File: src/sv/dhcp_rop_pkg.sv
package dhcp_rop_pkg;

    // item kinds
    localparam logic [1:0] KIND_START = 2'd0;
    localparam logic [1:0] KIND_OPT   = 2'd1;
    localparam logic [1:0] KIND_CLEAR = 2'd2;

    // header opcode of a reply
    localparam logic [7:0] OP_REPLY = 8'd2;

    // option codes
    localparam logic [7:0] OPT_PAD    = 8'd0;
    localparam logic [7:0] OPT_MASK   = 8'd1;
    localparam logic [7:0] OPT_ROUTER = 8'd3;
    localparam logic [7:0] OPT_DNS    = 8'd6;
    localparam logic [7:0] OPT_NTP    = 8'd42;
    localparam logic [7:0] OPT_LEASE  = 8'd51;
    localparam logic [7:0] OPT_MTYPE  = 8'd53;
    localparam logic [7:0] OPT_SRV_ID = 8'd54;
    localparam logic [7:0] OPT_END    = 8'd255;

    // message types
    localparam logic [7:0] MT_OFFER = 8'd2;
    localparam logic [7:0] MT_ACK   = 8'd5;
    localparam logic [7:0] MT_NAK   = 8'd6;

    // result events
    localparam logic [1:0] EV_REQUEST  = 2'd0;
    localparam logic [1:0] EV_ASSIGNED = 2'd1;
    localparam logic [1:0] EV_REFUSED  = 2'd2;
    localparam logic [1:0] EV_IGNORED  = 2'd3;

    typedef struct packed {
        logic [1:0]  kind;
        logic [7:0]  opcode;
        logic [31:0] offered_ip;
        logic [31:0] server_ip;
        logic [7:0]  opt_byte;
    } in_item_t;

    typedef struct packed {
        logic [1:0]  event_res;
        logic [31:0] client_ip;
        logic [31:0] server_addr;
        logic [31:0] net_mask;
        logic [31:0] router_addr;
        logic [31:0] dns_addr;
        logic [31:0] ntp_addr;
        logic [31:0] server_ident;
        logic [31:0] lease_seconds;
    } out_item_t;

endpackage

File: src/sv/dhcp_reply_option_parser.sv
// DHCP reply option parser. Takes one item per cycle: a start transfer with the
// header opcode and addresses, then the options area one byte per transfer, and
// emits one result on the end option of a reply (opcode 2), classifying it as
// request needed (first offer), address assigned (first ack), refused (first
// nak) or ignored, together with the header addresses and the first four bytes
// of the mask, router, DNS, NTP, server-id and lease options (zero if absent).
// Every item is parsed in the cycle it is transferred, so the block sustains
// one item per clock; the only thing that holds input back is a result sitting
// in the output register while the consumer stalls. The result register is
// loaded as the end byte is taken. A clear transfer resets the session flags.
module dhcp_reply_option_parser (
    input  logic                   clk,
    input  logic                   rst_n,
    input  logic                   item_valid,
    output logic                   item_stall,
    input  dhcp_rop_pkg::in_item_t item,
    output logic                   res_valid,
    input  logic                   res_stall,
    output dhcp_rop_pkg::out_item_t res
);

    typedef enum logic [1:0] {
        PH_IDLE,
        PH_CODE,
        PH_LEN,
        PH_DATA
    } phase_t;

    phase_t      phase_reg,    phase_next;
    logic        is_reply_reg, is_reply_next;
    logic [7:0]  code_reg,     code_next;
    logic [7:0]  left_reg,     left_next;
    logic [2:0]  idx_reg,      idx_next;
    logic [31:0] shift_reg,    shift_next;
    logic [7:0]  mtype_reg,    mtype_next;
    logic [31:0] lease_reg,    lease_next;
    logic [31:0] mask_reg,     mask_next;
    logic [31:0] router_reg,   router_next;
    logic [31:0] dns_reg,      dns_next;
    logic [31:0] ntp_reg,      ntp_next;
    logic [31:0] ident_reg,    ident_next;
    logic [31:0] yaddr_reg,    yaddr_next;
    logic [31:0] saddr_reg,    saddr_next;
    logic        offer_seen_reg,  offer_seen_next;
    logic        answer_seen_reg, answer_seen_next;
    logic        res_valid_reg, res_valid_next;
    dhcp_rop_pkg::out_item_t res_reg, res_next;

    logic        accept;
    logic        commit;
    logic [31:0] commit_val;
    logic [31:0] byte_placed;
    logic [7:0]  left_dec;
    logic [1:0]  ev;

    // Input waits only while a result is held by a stalled consumer.
    assign item_stall = res_valid_reg && res_stall;
    assign accept     = item_valid && !item_stall;
    assign res_valid  = res_valid_reg;
    assign res        = res_reg;

    assign byte_placed = {item.opt_byte, 24'd0} >> {idx_reg[1:0], 3'b000};
    assign left_dec    = left_reg - 8'd1;

    always_comb
    begin
        phase_next       = phase_reg;
        is_reply_next    = is_reply_reg;
        code_next        = code_reg;
        left_next        = left_reg;
        idx_next         = idx_reg;
        shift_next       = shift_reg;
        mtype_next       = mtype_reg;
        lease_next       = lease_reg;
        mask_next        = mask_reg;
        router_next      = router_reg;
        dns_next         = dns_reg;
        ntp_next         = ntp_reg;
        ident_next       = ident_reg;
        yaddr_next       = yaddr_reg;
        saddr_next       = saddr_reg;
        offer_seen_next  = offer_seen_reg;
        answer_seen_next = answer_seen_reg;
        res_next         = res_reg;
        res_valid_next   = res_valid_reg && res_stall;
        commit           = 1'b0;
        commit_val       = 32'd0;
        ev               = dhcp_rop_pkg::EV_IGNORED;

        if (accept)
        begin
            case (item.kind)
                dhcp_rop_pkg::KIND_START:
                begin
                    is_reply_next = (item.opcode == dhcp_rop_pkg::OP_REPLY);
                    yaddr_next    = item.offered_ip;
                    saddr_next    = item.server_ip;
                    code_next     = 8'd0;
                    left_next     = 8'd0;
                    idx_next      = 3'd0;
                    shift_next    = 32'd0;
                    mtype_next    = 8'd0;
                    lease_next    = 32'd0;
                    mask_next     = 32'd0;
                    router_next   = 32'd0;
                    dns_next      = 32'd0;
                    ntp_next      = 32'd0;
                    ident_next    = 32'd0;
                    phase_next    = (item.opcode == dhcp_rop_pkg::OP_REPLY) ? PH_CODE
                                                                            : PH_IDLE;
                end
                dhcp_rop_pkg::KIND_CLEAR:
                begin
                    offer_seen_next  = 1'b0;
                    answer_seen_next = 1'b0;
                end
                dhcp_rop_pkg::KIND_OPT:
                begin
                    case (phase_reg)
                        PH_CODE:
                        begin
                            if (item.opt_byte == dhcp_rop_pkg::OPT_END)
                            begin
                                phase_next = PH_IDLE;
                                if (is_reply_reg)
                                begin
                                    // classify against the session flags
                                    if (mtype_reg == dhcp_rop_pkg::MT_OFFER)
                                    begin
                                        if (!offer_seen_reg)
                                        begin
                                            ev              = dhcp_rop_pkg::EV_REQUEST;
                                            offer_seen_next = 1'b1;
                                        end
                                    end
                                    else if (mtype_reg == dhcp_rop_pkg::MT_ACK ||
                                             mtype_reg == dhcp_rop_pkg::MT_NAK)
                                    begin
                                        if (!answer_seen_reg)
                                        begin
                                            answer_seen_next = 1'b1;
                                            ev = (mtype_reg == dhcp_rop_pkg::MT_ACK)
                                               ? dhcp_rop_pkg::EV_ASSIGNED
                                               : dhcp_rop_pkg::EV_REFUSED;
                                        end
                                    end
                                    res_valid_next         = 1'b1;
                                    res_next.event_res     = ev;
                                    res_next.client_ip     = yaddr_reg;
                                    res_next.server_addr   = saddr_reg;
                                    res_next.net_mask      = mask_reg;
                                    res_next.router_addr   = router_reg;
                                    res_next.dns_addr      = dns_reg;
                                    res_next.ntp_addr      = ntp_reg;
                                    res_next.server_ident  = ident_reg;
                                    res_next.lease_seconds = lease_reg;
                                end
                            end
                            else if (item.opt_byte != dhcp_rop_pkg::OPT_PAD)
                            begin
                                code_next  = item.opt_byte;
                                phase_next = PH_LEN;
                            end
                        end
                        PH_LEN:
                        begin
                            left_next  = item.opt_byte;
                            idx_next   = 3'd0;
                            shift_next = 32'd0;
                            if (item.opt_byte == 8'd0)
                            begin
                                commit     = 1'b1;
                                commit_val = 32'd0;
                            end
                            else
                            begin
                                phase_next = PH_DATA;
                            end
                        end
                        PH_DATA:
                        begin
                            // only the first four data bytes are kept
                            if (!idx_reg[2])
                            begin
                                shift_next = shift_reg | byte_placed;
                                idx_next   = idx_reg + 3'd1;
                            end
                            left_next = left_dec;
                            if (left_dec == 8'd0)
                            begin
                                commit     = 1'b1;
                                commit_val = shift_next;
                            end
                        end
                        default:
                        begin
                            phase_next = phase_reg;
                        end
                    endcase
                end
                default:
                begin
                    phase_next = phase_reg;
                end
            endcase
        end

        if (commit)
        begin
            phase_next = PH_CODE;
            case (code_reg)
                dhcp_rop_pkg::OPT_MTYPE:  mtype_next  = commit_val[31:24];
                dhcp_rop_pkg::OPT_LEASE:  lease_next  = commit_val;
                dhcp_rop_pkg::OPT_MASK:   mask_next   = commit_val;
                dhcp_rop_pkg::OPT_ROUTER: router_next = commit_val;
                dhcp_rop_pkg::OPT_DNS:    dns_next    = commit_val;
                dhcp_rop_pkg::OPT_NTP:    ntp_next    = commit_val;
                dhcp_rop_pkg::OPT_SRV_ID: ident_next  = commit_val;
                default:                  ;
            endcase
        end
    end

    always_ff @(posedge clk or negedge rst_n)
    begin
        if (!rst_n)
        begin
            phase_reg       <= PH_IDLE;
            is_reply_reg    <= 1'b0;
            code_reg        <= 8'd0;
            left_reg        <= 8'd0;
            idx_reg         <= 3'd0;
            shift_reg       <= 32'd0;
            mtype_reg       <= 8'd0;
            lease_reg       <= 32'd0;
            mask_reg        <= 32'd0;
            router_reg      <= 32'd0;
            dns_reg         <= 32'd0;
            ntp_reg         <= 32'd0;
            ident_reg       <= 32'd0;
            yaddr_reg       <= 32'd0;
            saddr_reg       <= 32'd0;
            offer_seen_reg  <= 1'b0;
            answer_seen_reg <= 1'b0;
            res_valid_reg   <= 1'b0;
            res_reg         <= '0;
        end
        else
        begin
            phase_reg       <= phase_next;
            is_reply_reg    <= is_reply_next;
            code_reg        <= code_next;
            left_reg        <= left_next;
            idx_reg         <= idx_next;
            shift_reg       <= shift_next;
            mtype_reg       <= mtype_next;
            lease_reg       <= lease_next;
            mask_reg        <= mask_next;
            router_reg      <= router_next;
            dns_reg         <= dns_next;
            ntp_reg         <= ntp_next;
            ident_reg       <= ident_next;
            yaddr_reg       <= yaddr_next;
            saddr_reg       <= saddr_next;
            offer_seen_reg  <= offer_seen_next;
            answer_seen_reg <= answer_seen_next;
            res_valid_reg   <= res_valid_next;
            res_reg         <= res_next;
        end
    end

    // A request event is only issued once the offer flag is set.
    a_req_flag: assert property (@(posedge clk) disable iff (!rst_n)
        (res_valid_reg && res_reg.event_res == dhcp_rop_pkg::EV_REQUEST)
        |-> offer_seen_reg)
        else $error("request result without offer flag");

    // Assigned or refused events imply the answer flag.
    a_ans_flag: assert property (@(posedge clk) disable iff (!rst_n)
        (res_valid_reg && (res_reg.event_res == dhcp_rop_pkg::EV_ASSIGNED ||
                           res_reg.event_res == dhcp_rop_pkg::EV_REFUSED))
        |-> answer_seen_reg)
        else $error("answer result without answer flag");

    // A clear transfer drops both session flags.
    a_clear: assert property (@(posedge clk) disable iff (!rst_n)
        (accept && item.kind == dhcp_rop_pkg::KIND_CLEAR)
        |=> (!offer_seen_reg && !answer_seen_reg))
        else $error("session flags survived clear");

    // Option bytes of a non-reply never produce a result.
    a_no_reply: assert property (@(posedge clk) disable iff (!rst_n)
        (accept && item.kind == dhcp_rop_pkg::KIND_OPT && !is_reply_reg)
        |=> !res_valid_reg)
        else $error("result from non-reply message");

    // After a start transfer the parser waits for a code or idles.
    a_start: assert property (@(posedge clk) disable iff (!rst_n)
        (accept && item.kind == dhcp_rop_pkg::KIND_START)
        |=> (phase_reg == PH_CODE || phase_reg == PH_IDLE))
        else $error("bad phase after start");

endmodule

File: config.mk
export PLATFORM = sky130hd
export DESIGN_NAME = dhcp_reply_option_parser
export DESIGN_NICKNAME = d
export VERILOG_FILES = /design/src/sv/dhcp_rop_pkg.sv /design/src/sv/dhcp_reply_option_parser.sv
export SDC_FILE = /design/constraint.sdc
export NUM_CORES = 1
export LEC_CHECK = 0
export BUFFER_PORTS_ARGS = -buffer_cell sky130_fd_sc_hd__buf_2
export CAP_MARGIN = 20
export CORE_UTILIZATION = 57
export DETAILED_ROUTE_END_ITERATION = 16
export PLACE_DENSITY = 0.82
export SLEW_MARGIN = 20
export SYNTH_ARGS = -nofsm -noshare
export SYNTH_HDL_FRONTEND = slang
export SYNTH_SLANG_ARGS = --single-unit
File: constraint.sdc
create_clock -name clk -period 2.6 [get_ports clk]
set_input_delay 0.26 -clock clk [delete_from_list [all_inputs] [get_ports clk]]
set_output_delay 0.26 -clock clk [all_outputs]
set_load 0.005 [all_outputs]
==> metrics, run 1 <==
Slew HR=26.2%; Residual DRC=0; Final Instance Area=28700 um2; Wirelength per Cell=19.0 um; Power Total=19.4 mW; max FFs per register=258; total track usage=30.2%; first-pass GRT wire length=98400 um; CP Launch Type=flip-flop; number of routed nets with antenna violations=0; DR vias/cell=5.53; part of the cycle the worst path needs=96.0%; IO buf count=345; final net count=2767; FF-to-FF path depth=8; Sink Count=579; layout cells sized above 1=22.1%; fin util=71.7%; Initial Util=58.1%; CP delay by family, top=simple AND/OR/NAND/NOR gates; WP depth=8; Synth Register Bits=579; worst-case clock buffer depth=3; highest ir drop seen on vdd=587 uV; status=finished clean; vias in the first global route=18225; Post-synth ARST share=100%; RSZ-0062 raised after global routing=true; critical path capture point type=flip-flop; Worst-path clk slew=0.06 ns; Row Count=73; setup TNS=0 ns; R2R Path End=ntp_reg[16]; clock root cell=clkbuf_16; WS Path Type=flip-flop to flip-flop; core area=40000 um2; Hold Fails Final Rpt=0; Hold Path Class=input pin to flip-flop; Synth Flop Type=dfrtp_1; hold-critical path depth=3; CTS HTree Levels=2; Slew Limit Fails=0; drt total wl=61700 um; Worst-Margin Slew=1.10 ns; Post-DP HPWL=38900 um; Setup-failing EPs final=0; CP cell instances=inv_1 -> ha_1 -> nand2b_1 -> nand4b_1 -> o21a_4 -> or3_2 -> buf_12 -> mux2i_1; DRT iter0 DRCs=1467; Max Cap Viol=0; Clk Latency, worst-skew pair=0.61 ns; Synth cell types=52; drt pass-1 iters=5; FF-to-FF Start=left_reg[0]; Die X-Extent=204 um; top cell type's share of synthesized area=62.3%; register area share after synthesis=62.3%; Synth area leaders=dfrtp_1, nand2_1, mux2i_1; die height=204 um; largest net degree at the start of global routing=153; Arr. time, crit path=2.92 ns; Mapped Area=23300 um2; die area=41600 um2; CTS tree=built; I/O pin count=346; Period minus WS final=2.50 ns; critical path's largest stage delay=0.52 ns; worst path buffer plus inverter count=2; Routability Congestion=0.885; count leader, synth=nand2_1; clock skew=0.0237 ns; area grow syn2layout=23.2%; number of synthesized flops with an enable pin=0; power density over the cells=676 nW/um2; Crit path required time=3.02 ns; Leakage=15.8 nW; Antenna diodes=0; total vias in the final route=17945; Crit Path Max Fanout=32; GRT overflow=0; Slowest cell on crit path=or3_2; Placed Area=25900 um2; worst reg-to-reg setup slack=0.10 ns; cell taking the most area after synthesis=dfrtp_1; Ys Warns=0; Syn Inst Count=2256; Max Freq=0.401 GHz; synthesized area per cell=10.3 um2; hold endpoint=left_reg[6]; post-synthesis net count=2348; HP Start=item[6]; CTS Buf Count=57; initial antenna violation count=0; worst hold slack=0.0577 ns; Synth top cells by count=nand2_1, dfrtp_1, mux2i_1; Fill cells=2764
-- worst max path at each step --
stage,from,end,slack (ns)
global route,left_reg[1],ntp_reg[26],-0.003
global placement,left_reg[0],dns_reg[15],0.17
floorplan,phase_reg[0],ntp_reg[10],0.44
finish,left_reg[0],ntp_reg[16],0.10
detailed placement,left_reg[0],dns_reg[16],0.11
CTS,left_reg[0],dns_reg[12],0.02
-- cell usage in the layout, fill, tap and decap left out, types with 25 or more instances in the layout --
master,count
nand2_1,985
dfrtp_1,578
buf_2,344
mux2i_1,201
nor2_1,83
dlygate4sd3_1,71
mux2_2,65
clkbuf_16,58
buf_4,47
a21oi_1,43
o21ai_0,38
buf_12,25
-- kinds of logic after synthesis --
group,share of synthesized area [%]
AOI/OAI and AO/OA,3.11
adders and majority gates,0.323
buffers and inverters,2.88
DFF,62.3
muxes,11.8
and+or+nand+nor,19.6
-- what timing repair did --
| item | CTS | global route |
|---|---|---|
| buffers inserted | 0 | 1 |
| hold buffers | 71 | 0 |
| hold endpoints to repair | 129 | 0 |
| setup endpoints to repair | 0 | 85 |
| gates resized for setup | 0 | 7 |
-- per-stage QoR --
| step | worst slack, ns | cells |
|---|---|---|
| detailed placement | 0.106 | 3069 |
| global placement | 0.166 | 3069 |
| finish | 0.105 | 3246 |
| floorplan | 0.441 | 2256 |
| global route | -0.00323 | 3246 |
| CTS | 0.0187 | 3245 |
-- metal layers --
| metal | up-vias | routed length (um) | global-route usage [%] |
|---|---|---|---|
| met5 | - | 0 | 0 |
| met4 | 0 | 2150 | 12.1 |
| met3 | 150 | 3850 | 4.94 |
| met2 | 680 | 30100 | 49.3 |
| met1 | 9005 | 25600 | 40.7 |
| li1 | 8110 | - | - |
-- worst register-to-register path, delay by kind of cell, from the launching register on --
family	cells	cell delay [ns]
mux	1	0.18
flops	1	0.41
buf+inv	2	0.28
compound gates	1	0.33
fa+ha+maj	1	0.20
simple gates	3	0.90
-- report_power, final --
group | total [mW] | leakage, nW | switching [mW] | internal (mW)
clock | 8.78 | 0.995 | 3.49 | 5.29
combinational | 1.13 | 6.90 | 0.647 | 0.481
sequential | 9.47 | 7.92 | 0.184 | 9.29
total | 19.4 | 15.8 | 4.32 | 15.1
-- final cells by class --
type / instances / area, um2 / share of cell area [%]
Clock buffer: 73 / 1580 / 5.50
Clock inverter: 32 / 444 / 1.55
Inverter: 7 / 26.3 / 0.0917
Multi-Input combinational cell: 1540 / 8140 / 28.4
Sequential cell: 579 / 14500 / 50.5
Tap cell: 525 / 657 / 2.29
Timing Repair Buffer: 490 / 3330 / 11.6
Note: power is estimated with default switching activity, not from simulation.
==> run 2, diff against run 1 <==
- BUFFER_PORTS_ARGS: -buffer_cell sky130_fd_sc_hd__buf_2 -> unset
- CORE_UTILIZATION: 57 -> 63
- DONT_BUFFER_PORTS: unset -> 1
- PLACE_DENSITY: 0.82 -> 0.81
==> metrics, run 2 (synthesis gave the netlist of run 1 again) <==
Fill cells=2391 (-13%); RSZ-0062 raised after global routing=false; die height=194 um (-4.8%); CTS tree=built; vias in the first global route=17044 (-6.5%); Clk pwr share=45.4% (about the same); Row Count=70 (-4.1%); Post-Place Setup Slack=0.177 ns (+0.0713 ns); highest ir drop seen on vdd=544 uV (-7.4%); top layer in use=met4; Routability Congestion=0.868 (-2.0%); CP Launch Type=flip-flop; DRT iter0 DRCs=1378 (-6.1%); drt total wl=59000 um (-4.3%); Antenna diodes=0 (unchanged); IO buf count=0 (-100%); largest net degree at the start of global routing=580 (+280%); Seq pwr share=50.1% (+1.2 points); core area=36400 um2 (-8.9%); Sink Count=579 (unchanged); first-pass GRT wire length=93900 um (-4.6%); failing checks=hold timing, slew limit; Sw Pwr=4.05 mW (-6.4%); CTS HTree Levels=2 (unchanged); Worst-Margin Slew=1.63 ns (+0.535 ns); most frequent cells in the layout=nand2_1, dfrtp_1, mux2i_1; status=finished, violations left; Slew Limit Fails=267 (+267); WS Path Type=flip-flop to flip-flop; critical path capture point type=flip-flop; commonest non-fill, non-tap cell in the layout=nand2_1; DR vias/cell=5.86 (+6.0%); part of the cycle the worst path needs=93.4% (-2.6 points); CTS Buf Count=56 (-1.8%); area grow syn2layout=15.0%; number of routed nets with antenna violations=0 (unchanged); worst hold slack=-0.636 ns (-0.694 ns); Cell Int Power=14.9 mW (-1.1%); DR WL met3=4770 um (+24%); FF-to-FF Start=phase_reg[1]; first element of the critical path=phase_reg[1]; Die X-Extent=194 um (-4.8%); Post-CTS Hold Fix Bufs=78 (+9.9%); Hold Fails Final Rpt=579 (+579); layout cells sized above 1=10.3% (-12 points); switching part of the total=21.4% (-0.94 points); power density over the cells=708 nW/um2 (+4.7%); final net count=2416 (-13%); max FFs per register=258 (unchanged); Initial Util=63.8% (+5.7 points); clock skew=0.0209 ns (-0.00286 ns); Wirelength per Cell=20.8 um (+9.4%); GRT overflow=0 (unchanged); Slew HR=-8.67% (-35 points); Crit path required time=3.04 ns (+0.02 ns); Clk Latency, worst-skew pair=0.60 ns (about the same); clock root cell=clkbuf_16; Max Cap Viol=0 (unchanged); initial antenna violation count=0 (unchanged); # Post-CTS Setup Buffers=0 (unchanged); M1 WL=22800 um (-11%); drt pass-1 iters=6 (+1); die area=37700 um2 (-9.4%); Logic pwr share=4.5% (-1.3 points); Storage cell area=14500 um2 (unchanged); area occupied by multi-input gates=8140 um2 (about the same); total track usage=31.9% (+1.7 points); Arr. time, crit path=2.87 ns (-0.05 ns); Residual DRC=0 (unchanged); Max Freq=0.412 GHz (+2.8%); DR WL met2=29100 um (-3.1%); Post-DP HPWL=35400 um (-8.8%); Period minus WS final=2.43 ns (-0.0675 ns); worst-case clock buffer depth=3 (unchanged); Worst-path clk slew=0.06 ns (about the same); setup TNS=0 ns (unchanged); Setup-failing EPs final=0 (unchanged); post-layout worst setup margin=0.172 ns (+0.0675 ns); Hold Path Class=input pin to asynchronous set/reset pin; total vias in the final route=16642 (-7.3%); Placed Instances=2656 (-13%); Leakage=14.0 nW (-12%); Crit Path Max Fanout=32 (unchanged); I/O pin count=346 (unchanged); Non-Filler Instances=2839 (-13%)
run 2: worst paths after layout:
kind / to / cells past startpoint / slack [ns]
max: ntp_reg[25] / 7 / 0.17
min: saddr_reg[8] / 0 / -0.64
max reg2reg: ntp_reg[25] / 7 / 0.17
min reg2reg: res[1] / 2 / 0.46
max in group asynchronous: left_reg[0] / 0 / 1.81
min in group clk: idx_reg[0] / 4 / 0.05
run 2: stage by stage:
stage	power, mW	utilization, %	hold WS (ns)	instance area, um2
finish	18.9	73.4	-0.636	26700
global route	19.5	73.4	-0.660	26700
CTS	19.0	73.4	-0.670	26700
detailed placement	10.3	65.7	-0.0248	23900
global placement	10.3	65.7	-0.0251	23900
floorplan	10.2	-	-0.0356	23300
run 2: worst max-delay path, cell delays in order (launching register included):
cell and delay (ns):
dfrtp_1 0.38, ha_1 0.20, nor4b_2 0.31, nand3_1 0.20, o21a_4 0.28, or3_2 0.51, buf_12 0.20, mux2i_1 0.16
run 2: final cells by class:
type	instances	area share (%)
sequential	579	54.2
multi-input combinational	1540	30.4
clock buffer	84	6.47
timing repair buffer	140	5.58
tap	468	2.19
clock inverter	21	1.05
inverter	7	0.0983
run 2: power by group through the flow:
| stage | Sequential [mW] | Clock, mW | Combinational, mW |
|---|---|---|---|
| global placement | 9.61 | 0 | 0.686 |
| floorplan | 9.57 | 0 | 0.587 |
| finish | 9.49 | 8.60 | 0.845 |
| CTS | 9.46 | 8.74 | 0.824 |
| detailed placement | 9.63 | 0 | 0.709 |
| global route | 9.51 | 9.08 | 0.920 |
run 2: timing repair:
| item | in CTS | in global routing |
|---|---|---|
| gates resized for setup | 0 | 4 |
| setup endpoints to repair | 0 | 22 |
| hold endpoints to repair | 697 | 579 |
run 2: per-layer routing:
metal,vias up,global-route usage [%]
met5,-,0
met4,0,14.0
met3,145,7.32
met2,693,52.1
met1,8401,41.3
li1,7403,-
